==> src/hw/rtl/nlm_ram.sv <==
`timescale 1ns / 1ps
// ----------------------------------------------------------------------------
// nlm_ram: generic single-port-write, registered-read RAM
// One write and one read address per cycle; read data is registered and appears in the cycle after the address.
// ----------------------------------------------------------------------------
module nlm_ram #(
    parameter int WIDTH = 8,
    parameter int DEPTH = 16
) (
    input  logic                                       i_clk,
    input  logic                                       i_we,
    input  logic [((DEPTH > 1) ? $clog2(DEPTH) : 1)-1:0] i_waddr,
    input  logic [WIDTH-1:0]                           i_wdata,
    input  logic [((DEPTH > 1) ? $clog2(DEPTH) : 1)-1:0] i_raddr,
    output logic [WIDTH-1:0]                           o_rdata
);

    logic [WIDTH-1:0] r_mem [DEPTH];
    logic [WIDTH-1:0] r_rdata;

    always_ff @(posedge i_clk) begin
        if (i_we) begin
            r_mem[i_waddr] <= i_wdata;
        end
        r_rdata <= r_mem[i_raddr];
    end

    assign o_rdata = r_rdata;

endmodule

==> config.mk <==
export PLATFORM = sky130hd
export DESIGN_NAME = nlm_ram
export DESIGN_NICKNAME = d
export VERILOG_FILES = /design/src/hw/rtl/nlm_ram.sv
export SDC_FILE = /design/constraint.sdc
export NUM_CORES = 1
export LEC_CHECK = 0
export BUFFER_PORTS_ARGS = -buffer_cell sky130_fd_sc_hd__buf_4
export CORE_MARGIN = 2
export CORE_UTILIZATION = 35
export DETAILED_ROUTE_END_ITERATION = 8
export SLEW_MARGIN = 20
export SYNTH_ARGS = -nofsm -noshare
export SYNTH_HDL_FRONTEND = slang
export SYNTH_SLANG_ARGS = --single-unit
==> constraint.sdc <==
create_clock -name i_clk -period 2.36 [get_ports i_clk]
set_input_delay 0.472 -clock i_clk [delete_from_list [all_inputs] [get_ports i_clk]]
set_output_delay 0.472 -clock i_clk [all_outputs]
set_load 0.005 [all_outputs]
==> metrics.md <==
| Metric | Value |
|---|---|
| Fin crit period | `between 1500 and 2000 ps` |
| Global router's overall resource usage | `13.1%` |
| Most frequent cells in the layout | `edfxtp_1, buf_4, mux4_2, clkbuf_16, a22oi_1` |
| DRT iter0 DRCs | `between 200 and 250` |
| Post-route setup TNS | `0 ps` |
| Share of cells above drive strength 1 | `a little under 30%` |
| Post_cts resized | `0` |
| Pwr Density | `approximately 860 mW/mm²` |
| Max-slew violations | `0` |
| # fillers | `roughly 1300` |
| Worst hold path type | `in -> reg` |
| Drt first pass iters | `4` |
| Synthesized flop and latch total | `136` |
| Critical path startpoint category | `primary input` |
| Endpoint class of the critical path | `flop` |
| Final Net Count | `roughly 300` |
| Final wirelength | `9790 µm` |
| Ports | `26` |
| Leading area contributor after synthesis | `edfxtp_1` |
| Worst-skew pair later-pin latency | `410 ps` |
| Core area | `between 0.01 and 0.015 mm²` |
| Area Overhead vs Synth | `19.5%` |
| Syn nets | `around 250` |
| Synth Instances | `229` |
| Yosys warns | `0` |
| Final Cell Area | `0.00615 mm²` |
| Cts bufs inserted | `17` |
| Clock Path Buffers | `2` |
| Die Area | `0.0157 mm²` |
| Area contributors post-synth | `edfxtp_1, mux4_2, mux4_1` |
| Post-synth top area share | `approximately three quarters` |
| Dpl cell area | `around 0.0056 mm²` |
| CTS tree | `done` |
| Number of global-route vias before repair | `~2600` |
| Largest net degree at the start of global routing | `33` |
| Gp weighted congestion | `roughly 0.75` |
| H-Tree Depth | `4` |
| VDD IR max | `579 µV` |
| DR vias | `2403` |
| Total leakage power | `about 2.1 nW` |
| Starting Density | `a little over a third` |
| Most frequent standard cell in the layout excluding fill and tap cells | `edfxtp_1` |
| Post CTS Setup Buffer Count | `0` |
| Core Rows | `44` |
| CTS root buffer | `clkbuf_16` |
| Unrepaired setup endpoints after global routing | `false` |
| DR WL/cell | `between 20 and 25 µm` |
| Synth cell types | `19` |
| Post-synthesis sequential area ratio | `between 70% and 80%` |
| Antenna-violating nets left | `0` |
| Status | `finished clean` |
| Relative slew slack | `53.7%` |
| Worst-path fanout max | `17` |
| Post-route DRC | `0` |
| Initial antenna violation count | `0` |
| Vias/cell | `roughly 5` |
| Worst Path Required | `between 2000 and 3000 ps` |
| Setup violators final | `0` |
| Worst-margin pin slew | `approximately 690 ps` |
| DIE HEIGHT | `approximately 130 µm` |
| FMAX | `between 600 and 700 MHz` |
| CTS clk-pin slew, worst paths | `around 50 ps` |
| Crit path arrival time | `~1800 ps` |
| Clk_skew | `6.99 ps` |
| Die width | `between 100 and 150 µm` |
| DP Wirelength | `between 6000 and 7000 µm` |
| Hold Fails Final Rpt | `0` |
| Area of the mapped netlist | `0.00515 mm²` |
| Max-Cap Viols | `0` |
| Kind of critical path | `in -> reg` |
| Clk sink count | `approximately 140` |
| Total gr overflow | `0` |
| First-pass GRT wire length | `roughly 15000 µm` |
| Period utilization | `65.5%` |
| Hold buffers post-CTS | `0` |
| Number of port buffers | `25` |
| Inserted Diodes | `0` |
| Avg Inst Size Synth | `between 20 and 25 µm²` |
[stage by stage]
stage / hold WS (ps) / instances / total power, mW / util, % / setup slack (ps)
final: 372 / 478 / 5.30 / 42.7 / 815
after global routing: 372 / 478 / 5.48 / 42.7 / 726
after CTS: 365 / 478 / 5.35 / 42.7 / 825
after detailed placement: 664 / 446 / 3.03 / 39.0 / 392
after global placement: 652 / 446 / 3.03 / 39.0 / 398
after floorplan: 571 / 229 / 2.90 / - / 395
[synth_stat cells]
cell	count
mux4_1	14
nand3b_1	2
buf_6	3
dfxtp_1	8
nand3_1	1
nand2_1	9
edfxtp_1	128
clkdlybuf4s25_2	3
or3b_2	1
buf_2	3
nor3_1	4
nand2b_1	2
buf_4	1
mux4_2	18
and2_1	1
nor2b_1	1
and2b_1	1
nor2_1	13
a22oi_1	16
[final cells by class]
class / instances / area [µm²] / share of cell area (%)
Sequential cell: 136 / 4000 / 65.1
Multi-Input combinational cell: 83 / 1060 / 17.2
Clock buffer: 28 / 507 / 8.24
Timing Repair Buffer: 43 / 335 / 5.45
Tap cell: 184 / 230 / 3.74
Clock inverter: 4 / 20.0 / 0.325
[sequential cells by signal, summed over array words and instances (netlist names)]
register  flops
o_rdata       8
r_mem       128
[worst paths after layout]
| kind | cells after the start | startpoint | slack, ps | to |
|---|---|---|---|---|
| worst max-delay path | 5 | i_raddr[0] | 810 | o_rdata[7] |
| worst min-delay path | 1 | i_wdata[0] | 370 | r_mem[4][0] |
| worst max register to register | 3 | r_mem[7][5] | 940 | o_rdata[5] |
| worst min register to register | 3 | r_mem[14][6] | 670 | o_rdata[6] |
[worst max-delay path, cell delays in order]
cell     delay, ps
buf_4          280
buf_12         230
mux4_2         500
a22oi_1        240
nand2_1        100
[report_power, final]
group | switching [mW] | internal [mW] | total [mW]
combinational | 0.139 | 0.122 | 0.261
sequential | 0.0154 | 2.70 | 2.72
clock | 0.877 | 1.45 | 2.32
total | 1.03 | 4.27 | 5.30
[logic make-up (layout without fill, tap and decap cells)]
logic type	Yosys count	count (layout)	share of synthesized area, %
compound gates	16	16	2.33
buf+inv	10	75	1.68
flops	136	136	77.8
mux	32	32	15.0
simple gates	35	35	3.18
[per-layer routing]
layer,track usage [%],part of all wire [%]
met1,17.6,46
met5,0,0
met4,4.31,0.64
met3,4.54,3.8
met2,20.3,49
Power figures use the tool's default switching activity.
