`config.mk`:
```
export PLATFORM = sky130hd
export DESIGN_NAME = nlm_best_cell
export DESIGN_NICKNAME = d
export VERILOG_FILES = /design/src/hw/rtl/nlm_pkg.sv /design/src/hw/rtl/nlm_best_cell.sv
export SDC_FILE = /design/constraint.sdc
export NUM_CORES = 1
export LEC_CHECK = 0
export BUFFER_PORTS_ARGS = -buffer_cell sky130_fd_sc_hd__buf_2
export CAP_MARGIN = 20
export CORE_MARGIN = 3
export CORE_UTILIZATION = 56
export DETAILED_ROUTE_END_ITERATION = 10
export GPL_TIMING_DRIVEN = 0
export PLACE_DENSITY = 0.93
export SYNTH_ARGS = -nofsm -noshare
export SYNTH_HDL_FRONTEND = slang
export SYNTH_SLANG_ARGS = --single-unit
```
`constraint.sdc`:
```
create_clock -name i_clk -period 8.5 [get_ports i_clk]
set_input_delay 0.425 -clock i_clk [delete_from_list [all_inputs] [get_ports i_clk]]
set_output_delay 0.425 -clock i_clk [all_outputs]
set_load 0.005 [all_outputs]
```
`src/hw/rtl/nlm_pkg.sv`:
```
`timescale 1ns / 1ps
// ----------------------------------------------------------------------------
// nlm_pkg: shared types and constants for the nearest location matcher
// Widths, request codes and the structs passed between the scan cells.
// ----------------------------------------------------------------------------
package nlm_pkg;

    localparam int TABLE_DEPTH = 1024;
    localparam int COORD_BITS  = 24;
    localparam int ID_W        = 31;
    localparam int RAD_W       = 16;
    localparam int DIST_W      = 48;
    localparam int ADDR_W      = (TABLE_DEPTH > 1) ? $clog2(TABLE_DEPTH) : 1;
    localparam int CNT_W       = $clog2(TABLE_DEPTH + 1);
    localparam int SQ_W        = 2 * COORD_BITS;
    localparam int SUM_W       = SQ_W + 1;
    localparam int ENTRY_W     = ID_W + 2 * COORD_BITS + 1;

    localparam logic [1:0] OP_LOAD  = 2'd0;
    localparam logic [1:0] OP_QUERY = 2'd1;
    localparam logic [1:0] OP_CLEAR = 2'd2;

    typedef struct packed {
        logic [1:0]                   op;
        logic [ID_W-1:0]              loc_id;
        logic signed [COORD_BITS-1:0] pos_x;
        logic signed [COORD_BITS-1:0] pos_y;
        logic                         zoned;
    } t_in;

    typedef struct packed {
        logic [ID_W-1:0]   new_id;
        logic              kept_same_id;
        logic [DIST_W-1:0] best_distance_sq;
    } t_out;

    typedef struct packed {
        logic [ID_W-1:0]              id;
        logic signed [COORD_BITS-1:0] pos_x;
        logic signed [COORD_BITS-1:0] pos_y;
        logic                         zoned;
    } t_entry;

    typedef struct packed {
        logic [ID_W-1:0]              id;
        logic signed [COORD_BITS-1:0] pos_x;
        logic signed [COORD_BITS-1:0] pos_y;
        logic                         zoned;
        logic [RAD_W-1:0]             radius;
    } t_query;

    // Candidate handed from the distance cell to the best-tracking cell.
    typedef struct packed {
        logic                  valid;
        logic [ID_W-1:0]       id;
        logic                  id_eq;
        logic                  inbox;
        logic                  elig;
        logic [SQ_W-1:0]       sq_x;
        logic [SQ_W-1:0]       sq_y;
    } t_cand;

    typedef struct packed {
        logic              found;
        logic              keep;
        logic [ID_W-1:0]   best_id;
        logic [SUM_W-1:0]  best_d;
    } t_best;

    function automatic logic [DIST_W-1:0] sat_dist(input logic [SUM_W-1:0] v);
        logic [63:0] w;
        w = 64'(v);
        return (w > 64'({DIST_W{1'b1}})) ? {DIST_W{1'b1}} : w[DIST_W-1:0];
    endfunction

endpackage

```
`src/hw/rtl/nlm_best_cell.sv`:
```
`timescale 1ns / 1ps
// ----------------------------------------------------------------------------
// nlm_best_cell: best-tracking cell of the scan chain
// Keeps the earliest nearest eligible entry and the same-id box decision.
// ----------------------------------------------------------------------------
module nlm_best_cell (
    input  logic           i_clk,
    input  logic           i_rst_n,
    input  logic           i_start,
    input  nlm_pkg::t_cand  i_cand,
    output nlm_pkg::t_best  o_best
);

    logic [nlm_pkg::SUM_W-1:0] sum;
    logic                      r_seen;
    nlm_pkg::t_best            r_best;

    assign sum = nlm_pkg::SUM_W'(i_cand.sq_x) + nlm_pkg::SUM_W'(i_cand.sq_y);

    always_ff @(posedge i_clk) begin
        if (!i_rst_n || i_start) begin
            r_seen       <= 1'b0;
            r_best.found <= 1'b0;
            r_best.keep  <= 1'b0;
        end else if (i_cand.valid) begin
            // Only the first entry carrying the query id decides the box test.
            if (i_cand.id_eq && !r_seen) begin
                r_seen      <= 1'b1;
                r_best.keep <= i_cand.inbox;
            end
            if (i_cand.elig && (!r_best.found || sum < r_best.best_d)) begin
                r_best.found   <= 1'b1;
                r_best.best_id <= i_cand.id;
                r_best.best_d  <= sum;
            end
        end
    end

    assign o_best = r_best;

endmodule
```
==> summary.txt <==
Floorplanning
  – Die width: about 110 um
  – Initial Utilization: a little under 60%
  – Core Footprint: between 10000 and 15000 um2
  – Die area: 13000 um2
  – Top Ports: around 220
  – Placement Rows: 38
  – Die Ht: 114 um

Clock tree
  – CTS tree: done
  – Post-cts hold buffer count: 0
  – Clk slew on worst S/H paths: roughly 0.060 ns
  – Clock Path Buffers: 2
  – Worst-skew pair later-pin latency: between 0.3 and 0.4 ns
  – Clk root buf: clkbuf_16
  – Setup Fix Bufs, Post-CTS: 0
  – Total CTS buffers: 9
  – Post-CTS Resized: 0
  – H-tree depth: 3
  – Clock Sinks: 83

Drt
  – ANT nets after route: 0
  – Routed vias/inst: a little under 6
  – Vias: around 6k
  – DRT Pass-1 Iters: 7
  – Drt wl/cell: 16.2 um
  – DRC: 0
  – Starting DRT DRC Count: around 430
  – Total length of routed wires: ~17000 um

Power and ir drop
  – Max VDD drop: roughly 120 uV
  – Leakage: 3.87 nW
  – Tot Pwr: 1.27 mW
  – Power Density: ~160 nW/um2

Logic synthesis
  – Synthesis Warnings: 0
  – Syn Inst Count: approximately 670
  – Count leader, synth: ha_1
  – Async SR Flop Fraction: 0%
  – Synth cell types: between 60 and 70
  – Dominant cells by area after synthesis: edfxtp_1 (37%), ha_1 (18%), a21oi_1 (5.4%), a21o_1 (4.4%), xnor2_1 (3.9%)
  – Mapped Area: between 6000 and 7000 um2
  – Area leader, netlist: edfxtp_1
  – Post-synthesis area per instance: 9.85 um2
  – Ys flop type: edfxtp_1
  – Commonest cells in the synthesized netlist: ha_1 (96), edfxtp_1 (80), a21oi_1 (71)
  – Seq cells post-synth: 83
  – Share of the yosys chip area belonging to registers: 37.6%
  – Post-synth EDFFs: 80
  – Synth top area share: between 30% and 40%
  – Post-Syn Nets: 896

Cells and area
  – Fraction of layout cells with a size suffix above 1: 29.3%
  – Filler cells: between 700 and 800
  – Final instance area: between 8000 and 9000 um2
  – Number of diodes: 0
  – Layout Area Growth over Synthesis: 23.9%
  – Area occupied by multi-input gates: between 3000 and 4000 um2
  – NumNets Final: about 1.1k
  – Reg area: 2460 um2

Timing
  – Fin crit share: roughly three fifths
  – Worst Tran Pin Value: ~0.53 ns
  – Final min period: between 5 and 6 ns
  – Final hold viol count: 0
  – FMAX: between 0.15 and 0.2 GHz
  – Max-slew headroom: 64.6%
  – Setup Skew: about 0.0047 ns
  – Count of pins over their slew limit: 0
  – Fin Setup TNS: 0 ns
  – Final setup violation count: 0
  – Unrepaired setup endpoints after global routing: false

Global routing
  – Total grt overflow: 0
  – Initial antenna violation count: 0
  – Largest net degree at the start of global routing: between 40 and 50
  – Vias in the first global route: roughly 5.7k
  – First-pass GRT wire length: roughly 27000 um
  – GRT Total Usage: about 26%

Setup path
  – Reg2Reg Depth: 11
  – CP Launch Type: input pin
  – Critical Path RT: 8.58 ns
  – Crit path kind: input pin to flip-flop
  – Critical Path AT: about 5.2 ns
  – CP Capture Type: flip-flop
  – Crit path max fanout: 44

Place
  – Port Buf Inserts: ~220
  – Dpl hpwl: 14100 um
  – DP Area: 7830 um2
  – Gpl congestion: between 0.9 and 1

Flow run
  – Max-cap viol count: 0

Worst hold path
  – Worst min-delay path category: input pin to flip-flop
  – Hold Path Stages: 1

Status
  – Status: completed
final cells by class:
class | instances | area share, %
repair buffers | 216 | 13.5
multi-input cells | 502 | 46.6
well taps | 140 | 2.16
plain buffers | 13 | 0.786
inverters | 67 | 3.10
flip-flops and latches | 83 | 30.3
clock inverters | 7 | 0.725
clock buffers | 9 | 2.78
layer usage:
layer / track usage [%] / up-vias / share of wire [%]
met5: 0 / - / 0
met4: 14.6 / 0 / 4.0
met3: 3.65 / 57 / 8.1
met2: 43.4 / 301 / 48
met1: 31.4 / 2709 / 40
li1: - / 2922 / -
state kept, by name, summed over array words and instances, names as in the netlist:
name / cells
o_best: 82
r_seen: 1
through the flow:
step / instances / utilization, % / hold slack [ns] / worst slack (ns)
after global placement: 1020 / 70.1 / 0.450 / 1.73
after CTS: 1037 / 72.9 / 0.248 / 3.46
final: 1037 / 72.9 / 0.259 / 3.40
after global routing: 1037 / 72.9 / 0.245 / 3.09
after detailed placement: 1021 / 70.4 / 0.506 / 3.15
after floorplan: 665 / - / 0.437 / 2.96
power by group:
part / internal [mW] / switching (mW)
combinational: 0.182 / 0.242
clock: 0.203 / 0.165
sequential: 0.473 / 0.00448
cells by family (layout without fill, tap and decap cells):
family	count (synthesis)	in the layout	synth area share, %
flops	83	83	37.6
simple gates	154	154	11.7
xor+xnor	45	45	6.02
buf+inv	80	312	4.81
mux	4	4	0.611
fa+ha+maj	97	97	18.6
compound gates	202	202	20.6
placed cells by master, fill, tap and decap left out, drive strengths merged, types with 16 or more instances in the layout:
cell	count
edfxtp	80
nor2	39
xnor2	29
xor2	16
o21ai	40
nand4	19
nand2	45
a21o	38
inv	71
clkbuf	16
buf	222
a21oi	73
ha	96
final timing paths:
check	slack, ns	startpoint	endpoint
setup / recovery	3.40	i_cand[19]	o_best[20]
hold / removal	0.26	i_cand[128]	o_best[78]
setup reg to reg	5.36	o_best[42]	o_best[20]
hold reg to reg	0.50	r_seen	r_seen
critical path, stage by stage:
cell       delay [ns]
buf_2            0.10
ha_1             0.26
buf_2            0.17
nand4_1          0.27
nor4_1           0.46
o211ai_1         0.17
nand2_1          0.21
o21ai_2          0.14
o21ai_2          0.23
a31oi_1          0.14
xnor2_1          0.18
ha_1             0.32
nand4_1          0.09
nor3_1           0.27
nand3_1          0.14
or3_1            0.44
a2111oi_0        0.39
a21oi_1          0.15
o211a_4          0.33
buf_12           0.27
No activity file was read; power rests on OpenSTA's default activity.
