### src/hw/rtl/nlm_pkg.sv
`timescale 1ns / 1ps
// ----------------------------------------------------------------------------
// nlm_pkg: shared types and constants for the nearest location matcher
// Widths, request codes and the structs passed between the scan cells.
// ----------------------------------------------------------------------------
package nlm_pkg;

    localparam int TABLE_DEPTH = 1024;
    localparam int COORD_BITS  = 24;
    localparam int ID_W        = 31;
    localparam int RAD_W       = 16;
    localparam int DIST_W      = 48;
    localparam int ADDR_W      = (TABLE_DEPTH > 1) ? $clog2(TABLE_DEPTH) : 1;
    localparam int CNT_W       = $clog2(TABLE_DEPTH + 1);
    localparam int SQ_W        = 2 * COORD_BITS;
    localparam int SUM_W       = SQ_W + 1;
    localparam int ENTRY_W     = ID_W + 2 * COORD_BITS + 1;

    localparam logic [1:0] OP_LOAD  = 2'd0;
    localparam logic [1:0] OP_QUERY = 2'd1;
    localparam logic [1:0] OP_CLEAR = 2'd2;

    typedef struct packed {
        logic [1:0]                   op;
        logic [ID_W-1:0]              loc_id;
        logic signed [COORD_BITS-1:0] pos_x;
        logic signed [COORD_BITS-1:0] pos_y;
        logic                         zoned;
    } t_in;

    typedef struct packed {
        logic [ID_W-1:0]   new_id;
        logic              kept_same_id;
        logic [DIST_W-1:0] best_distance_sq;
    } t_out;

    typedef struct packed {
        logic [ID_W-1:0]              id;
        logic signed [COORD_BITS-1:0] pos_x;
        logic signed [COORD_BITS-1:0] pos_y;
        logic                         zoned;
    } t_entry;

    typedef struct packed {
        logic [ID_W-1:0]              id;
        logic signed [COORD_BITS-1:0] pos_x;
        logic signed [COORD_BITS-1:0] pos_y;
        logic                         zoned;
        logic [RAD_W-1:0]             radius;
    } t_query;

    // Candidate handed from the distance cell to the best-tracking cell.
    typedef struct packed {
        logic                  valid;
        logic [ID_W-1:0]       id;
        logic                  id_eq;
        logic                  inbox;
        logic                  elig;
        logic [SQ_W-1:0]       sq_x;
        logic [SQ_W-1:0]       sq_y;
    } t_cand;

    typedef struct packed {
        logic              found;
        logic              keep;
        logic [ID_W-1:0]   best_id;
        logic [SUM_W-1:0]  best_d;
    } t_best;

    function automatic logic [DIST_W-1:0] sat_dist(input logic [SUM_W-1:0] v);
        logic [63:0] w;
        w = 64'(v);
        return (w > 64'({DIST_W{1'b1}})) ? {DIST_W{1'b1}} : w[DIST_W-1:0];
    endfunction

endpackage

### src/hw/rtl/nlm_dist_cell.sv
`timescale 1ns / 1ps
// ----------------------------------------------------------------------------
// nlm_dist_cell: distance cell of the scan chain
// Takes one table entry a cycle, forms absolute offsets and the box test,
// then squares the offsets in a second registered step.
// ----------------------------------------------------------------------------
module nlm_dist_cell (
    input  logic           i_clk,
    input  logic           i_rst_n,
    input  logic           i_valid,
    input  nlm_pkg::t_entry i_entry,
    input  nlm_pkg::t_query i_query,
    output nlm_pkg::t_cand  o_cand,
    output logic           o_busy
);

    logic signed [nlm_pkg::COORD_BITS:0] sub_x;
    logic signed [nlm_pkg::COORD_BITS:0] sub_y;
    logic [nlm_pkg::COORD_BITS:0]        neg_x;
    logic [nlm_pkg::COORD_BITS:0]        neg_y;
    logic [nlm_pkg::COORD_BITS-1:0]      abs_x;
    logic [nlm_pkg::COORD_BITS-1:0]      abs_y;

    logic                                r_a_valid;
    logic [nlm_pkg::ID_W-1:0]            r_a_id;
    logic                                r_a_id_eq;
    logic                                r_a_inbox;
    logic                                r_a_elig;
    logic [nlm_pkg::COORD_BITS-1:0]      r_a_dx;
    logic [nlm_pkg::COORD_BITS-1:0]      r_a_dy;
    nlm_pkg::t_cand                      r_cand;

    always_comb begin
        sub_x = {i_entry.pos_x[nlm_pkg::COORD_BITS-1], i_entry.pos_x}
              - {i_query.pos_x[nlm_pkg::COORD_BITS-1], i_query.pos_x};
        sub_y = {i_entry.pos_y[nlm_pkg::COORD_BITS-1], i_entry.pos_y}
              - {i_query.pos_y[nlm_pkg::COORD_BITS-1], i_query.pos_y};
        neg_x = -sub_x;
        neg_y = -sub_y;
        // The magnitude is below 2**COORD_BITS, so it fits in COORD_BITS unsigned bits.
        abs_x = sub_x[nlm_pkg::COORD_BITS] ? neg_x[nlm_pkg::COORD_BITS-1:0]
                                           : sub_x[nlm_pkg::COORD_BITS-1:0];
        abs_y = sub_y[nlm_pkg::COORD_BITS] ? neg_y[nlm_pkg::COORD_BITS-1:0]
                                           : sub_y[nlm_pkg::COORD_BITS-1:0];
    end

    always_ff @(posedge i_clk) begin
        if (!i_rst_n) begin
            r_a_valid    <= 1'b0;
            r_cand.valid <= 1'b0;
        end else begin
            r_a_valid    <= i_valid;
            r_cand.valid <= r_a_valid;
        end
        r_a_id    <= i_entry.id;
        r_a_id_eq <= (i_entry.id == i_query.id);
        r_a_inbox <= (32'(abs_x) <= 32'(i_query.radius))
                  && (32'(abs_y) <= 32'(i_query.radius));
        r_a_elig  <= !i_query.zoned || i_entry.zoned;
        r_a_dx    <= abs_x;
        r_a_dy    <= abs_y;

        r_cand.id    <= r_a_id;
        r_cand.id_eq <= r_a_id_eq;
        r_cand.inbox <= r_a_inbox;
        r_cand.elig  <= r_a_elig;
        r_cand.sq_x  <= r_a_dx * r_a_dx;
        r_cand.sq_y  <= r_a_dy * r_a_dy;
    end

    assign o_cand = r_cand;
    assign o_busy = r_a_valid || r_cand.valid;

endmodule

### config.mk
export PLATFORM = sky130hd
export DESIGN_NAME = nlm_dist_cell
export DESIGN_NICKNAME = d
export VERILOG_FILES = /design/src/hw/rtl/nlm_pkg.sv /design/src/hw/rtl/nlm_dist_cell.sv
export SDC_FILE = /design/constraint.sdc
export NUM_CORES = 2
export LEC_CHECK = 0
export BUFFER_PORTS_ARGS = -buffer_cell sky130_fd_sc_hd__buf_2
export CAP_MARGIN = 20
export CORE_MARGIN = 2
export CORE_UTILIZATION = 50
export CTS_CLUSTER_DIAMETER = 100
export DETAILED_ROUTE_END_ITERATION = 12
export PLACE_DENSITY = 0.7
export SYNTH_ARGS = -nofsm -noshare
export SYNTH_HDL_FRONTEND = slang
export SYNTH_SLANG_ARGS = --single-unit
### constraint.sdc
create_clock -name i_clk -period 9.9 [get_ports i_clk]
set_clock_uncertainty 0.2 [all_clocks]
set_input_delay 0.495 -clock i_clk [delete_from_list [all_inputs] [get_ports i_clk]]
set_output_delay 0.495 -clock i_clk [all_outputs]
set_load 0.1 [all_outputs]
==> out/metrics.yaml <==
ctsHtreeMaxLevel: 1
overflow: 0
ys_top_cells_by_count: "inv_1 (1,284), fa_1 (846), ha_1 (436), nand2_1 (391), and2_1 (234)"
synth_area_leaders: "fa_1 (40%), ha_1 (13%), inv_1 (11%)"
finalSetupTns_ns: 0
critPathBufInv: 6
finalCriticalPeriod_ns: 8.68
post-cts-setup-buffers: 0
synth_edf_count: 0
path_class: "reg2reg"
drt_pass1_iterations: 7
maxSlewHeadroom_pct: 31.0
fin_nets: 6397
reg2regPathDepth: 27
vias: 31000
fin_util_pct: 55.6
cts_tree: "built"
die_w_um: 295
grt_max_degree: 26
cp_data_required_time_ns: 10.25
cts-root-buf: "clkbuf_16"
cpMostUsedCell: "fa_1"
ant_nets: 0
rsz0062_at_grt: "false"
fmax_mhz: 115
synth_flop_cell: "dfxtp_1"
timing.rr.end: "o_cand[47]$_DFF_P_"
worstPathArrival_ns: 9.03
critPathTopFamily: "adder cells"
end_kind: "flop"
grtUsageTotal_pct: 24.8
drc: 0
hold_violations: 0
cpPeakStageDelay_ns: 0.75
wl_per_cell_um: 17.0
core_area_mm2: 0.0837
boundaryPins: 311
worstHoldEndpoint: "o_cand[116]$_DFF_P_"
slew_violations: 0
gp_congestion: 0.936
synth_top_cell_by_area: "fa_1"
r2r_setup_slack_ns: 1.22
synth_seq_area_share_pct: 10.0
netlist_instances: 4640
final_layout_size_suffix_gt1_share_pct: 9.16
cap_violations: 0
routed_via_density: 5.09
drt_wl_total_mm: 103
die_h_um: 295
outcome: "completed"
antenna_found_initial: 10
syn_area_mm2: 0.0423
start_util_pct: 50.5
min-delay-path-class: "reg2reg"
grt_pass1_vias: 33000
yosysMostFrequentCell: "inv_1"
ctsLongestPathBuffers: 3
tightest_slew_ns: 1.03
synthArstFlopShare_pct: 0
drt-initial-drc-count: 1628
critPathMaxFanout: 15
port_buffers: 308
placementRows: 106
post-route-period-util_pct: 87.7
hpwl_mm: 88.7
start_kind: "flop"
path_clk_slew_ns: 0.06
setup_viol: 0
grt_pass1_wl_mm: 170
cp_slowest_cell: "dfxtp_1"
cts_buffers: 30
worstSkewPairLatency_ns: 0.65
cts_sinks: 212
ys_seq_elements: 212
netlist.area_leader.share_pct: 40.1
syn_avg_cell_area_um2: 9.11
whs_path_depth: 0
die-area_mm2: 0.0869
rr_startpoint: "r_a_dy[2]$_DFF_P_"
area_growth_syn_to_layout_pct: 10.1
ys.warnings.count: 0
hp-start: "r_a_id[17]$_DFF_P_"
ys_types: 95
[how the worst max path moves through the flow]
stage | to | cells after the start | start
2_1_floorplan | o_cand[94]$_DFF_P_ | 29 | r_a_dx[17]$_DFF_P_
3_5_place_dp | o_cand[47]$_DFF_P_ | 27 | r_a_dy[2]$_DFF_P_
6_report | o_cand[47]$_DFF_P_ | 27 | r_a_dy[2]$_DFF_P_
4_1_cts | o_cand[47]$_DFF_P_ | 27 | r_a_dy[2]$_DFF_P_
5_1_grt | o_cand[47]$_DFF_P_ | 27 | r_a_dy[2]$_DFF_P_
3_3_place_gp | o_cand[47]$_DFF_P_ | 27 | r_a_dy[2]$_DFF_P_
[registers in the layout, indices dropped and copies added (netlist names)]
| register | cells |
|---|---|
| r_a_elig | 1 |
| r_a_inbox | 1 |
| r_a_id_eq | 1 |
| r_a_valid | 1 |
| o_cand | 129 |
| r_a_dy | 24 |
| r_a_id | 31 |
| r_a_dx | 24 |
[cells in the final DEF, fill, tap and decap left out, drive strengths merged, types with 79 or more instances in the layout]
master and count:
inv 1289, fa 846, ha 436, nand2 392
buf 358, and2 236, dfxtp 212, a21oi 149
nor2 142, xnor2 126, o21ai 94, xor2 79
[repair_timing]
item	4_1_cts	5_1_grt
hold endpoints to repair	35	0
hold buffers	38	0
gates resized for setup	0	0
[routing by layer]
metal / share of wire, % / track usage [%]
met1: 43 / 33.3
met2: 47 / 40.8
met3: 7.4 / 5.15
met4: 3.0 / 6.83
met5: 0.061 / 0
[area by class of cell]
cell class | count | area (µm²)
antenna | 2 | 5.00
clock inverter | 23 | 300
tap | 1134 | 1420
clock buffer | 32 | 778
fill | 7511 | 37200
timing repair buffer | 396 | 2300
inverter | 1284 | 4820
sequential | 212 | 4240
multi-input combinational | 3012 | 32700
[kinds of logic (layout without fill, tap and decap cells)]
logic type               after synthesis  in the layout  share of synthesized area, %
AND/OR/NAND/NOR                     1016           1016                          12.0
AO/OA/AOI/OAI                        498            498                          7.86
flip-flops                           212            212                          10.0
other                                  1              4                       0.00887
buffers and inverters               1417           1735                          12.7
adder cells (fa/ha/maj)             1282           1282                          53.0
XOR/XNOR                             205            205                          4.25
multiplexers                           9              9                         0.225
[stage by stage]
stage	std cells	area [µm²]	hold slack, ns	setup slack (ns)
detailed placement	6000	45100	0.112	1.35
finish	6095	46500	0.119	1.22
CTS	6093	46500	0.119	1.32
global placement	6000	45100	0.110	1.48
global route	6093	46500	0.118	0.810
floorplan	4641	42300	0.110	2.27
Power is not shown: default switching activity piles up to over one toggle a cycle in this logic, so the estimate is an artifact.
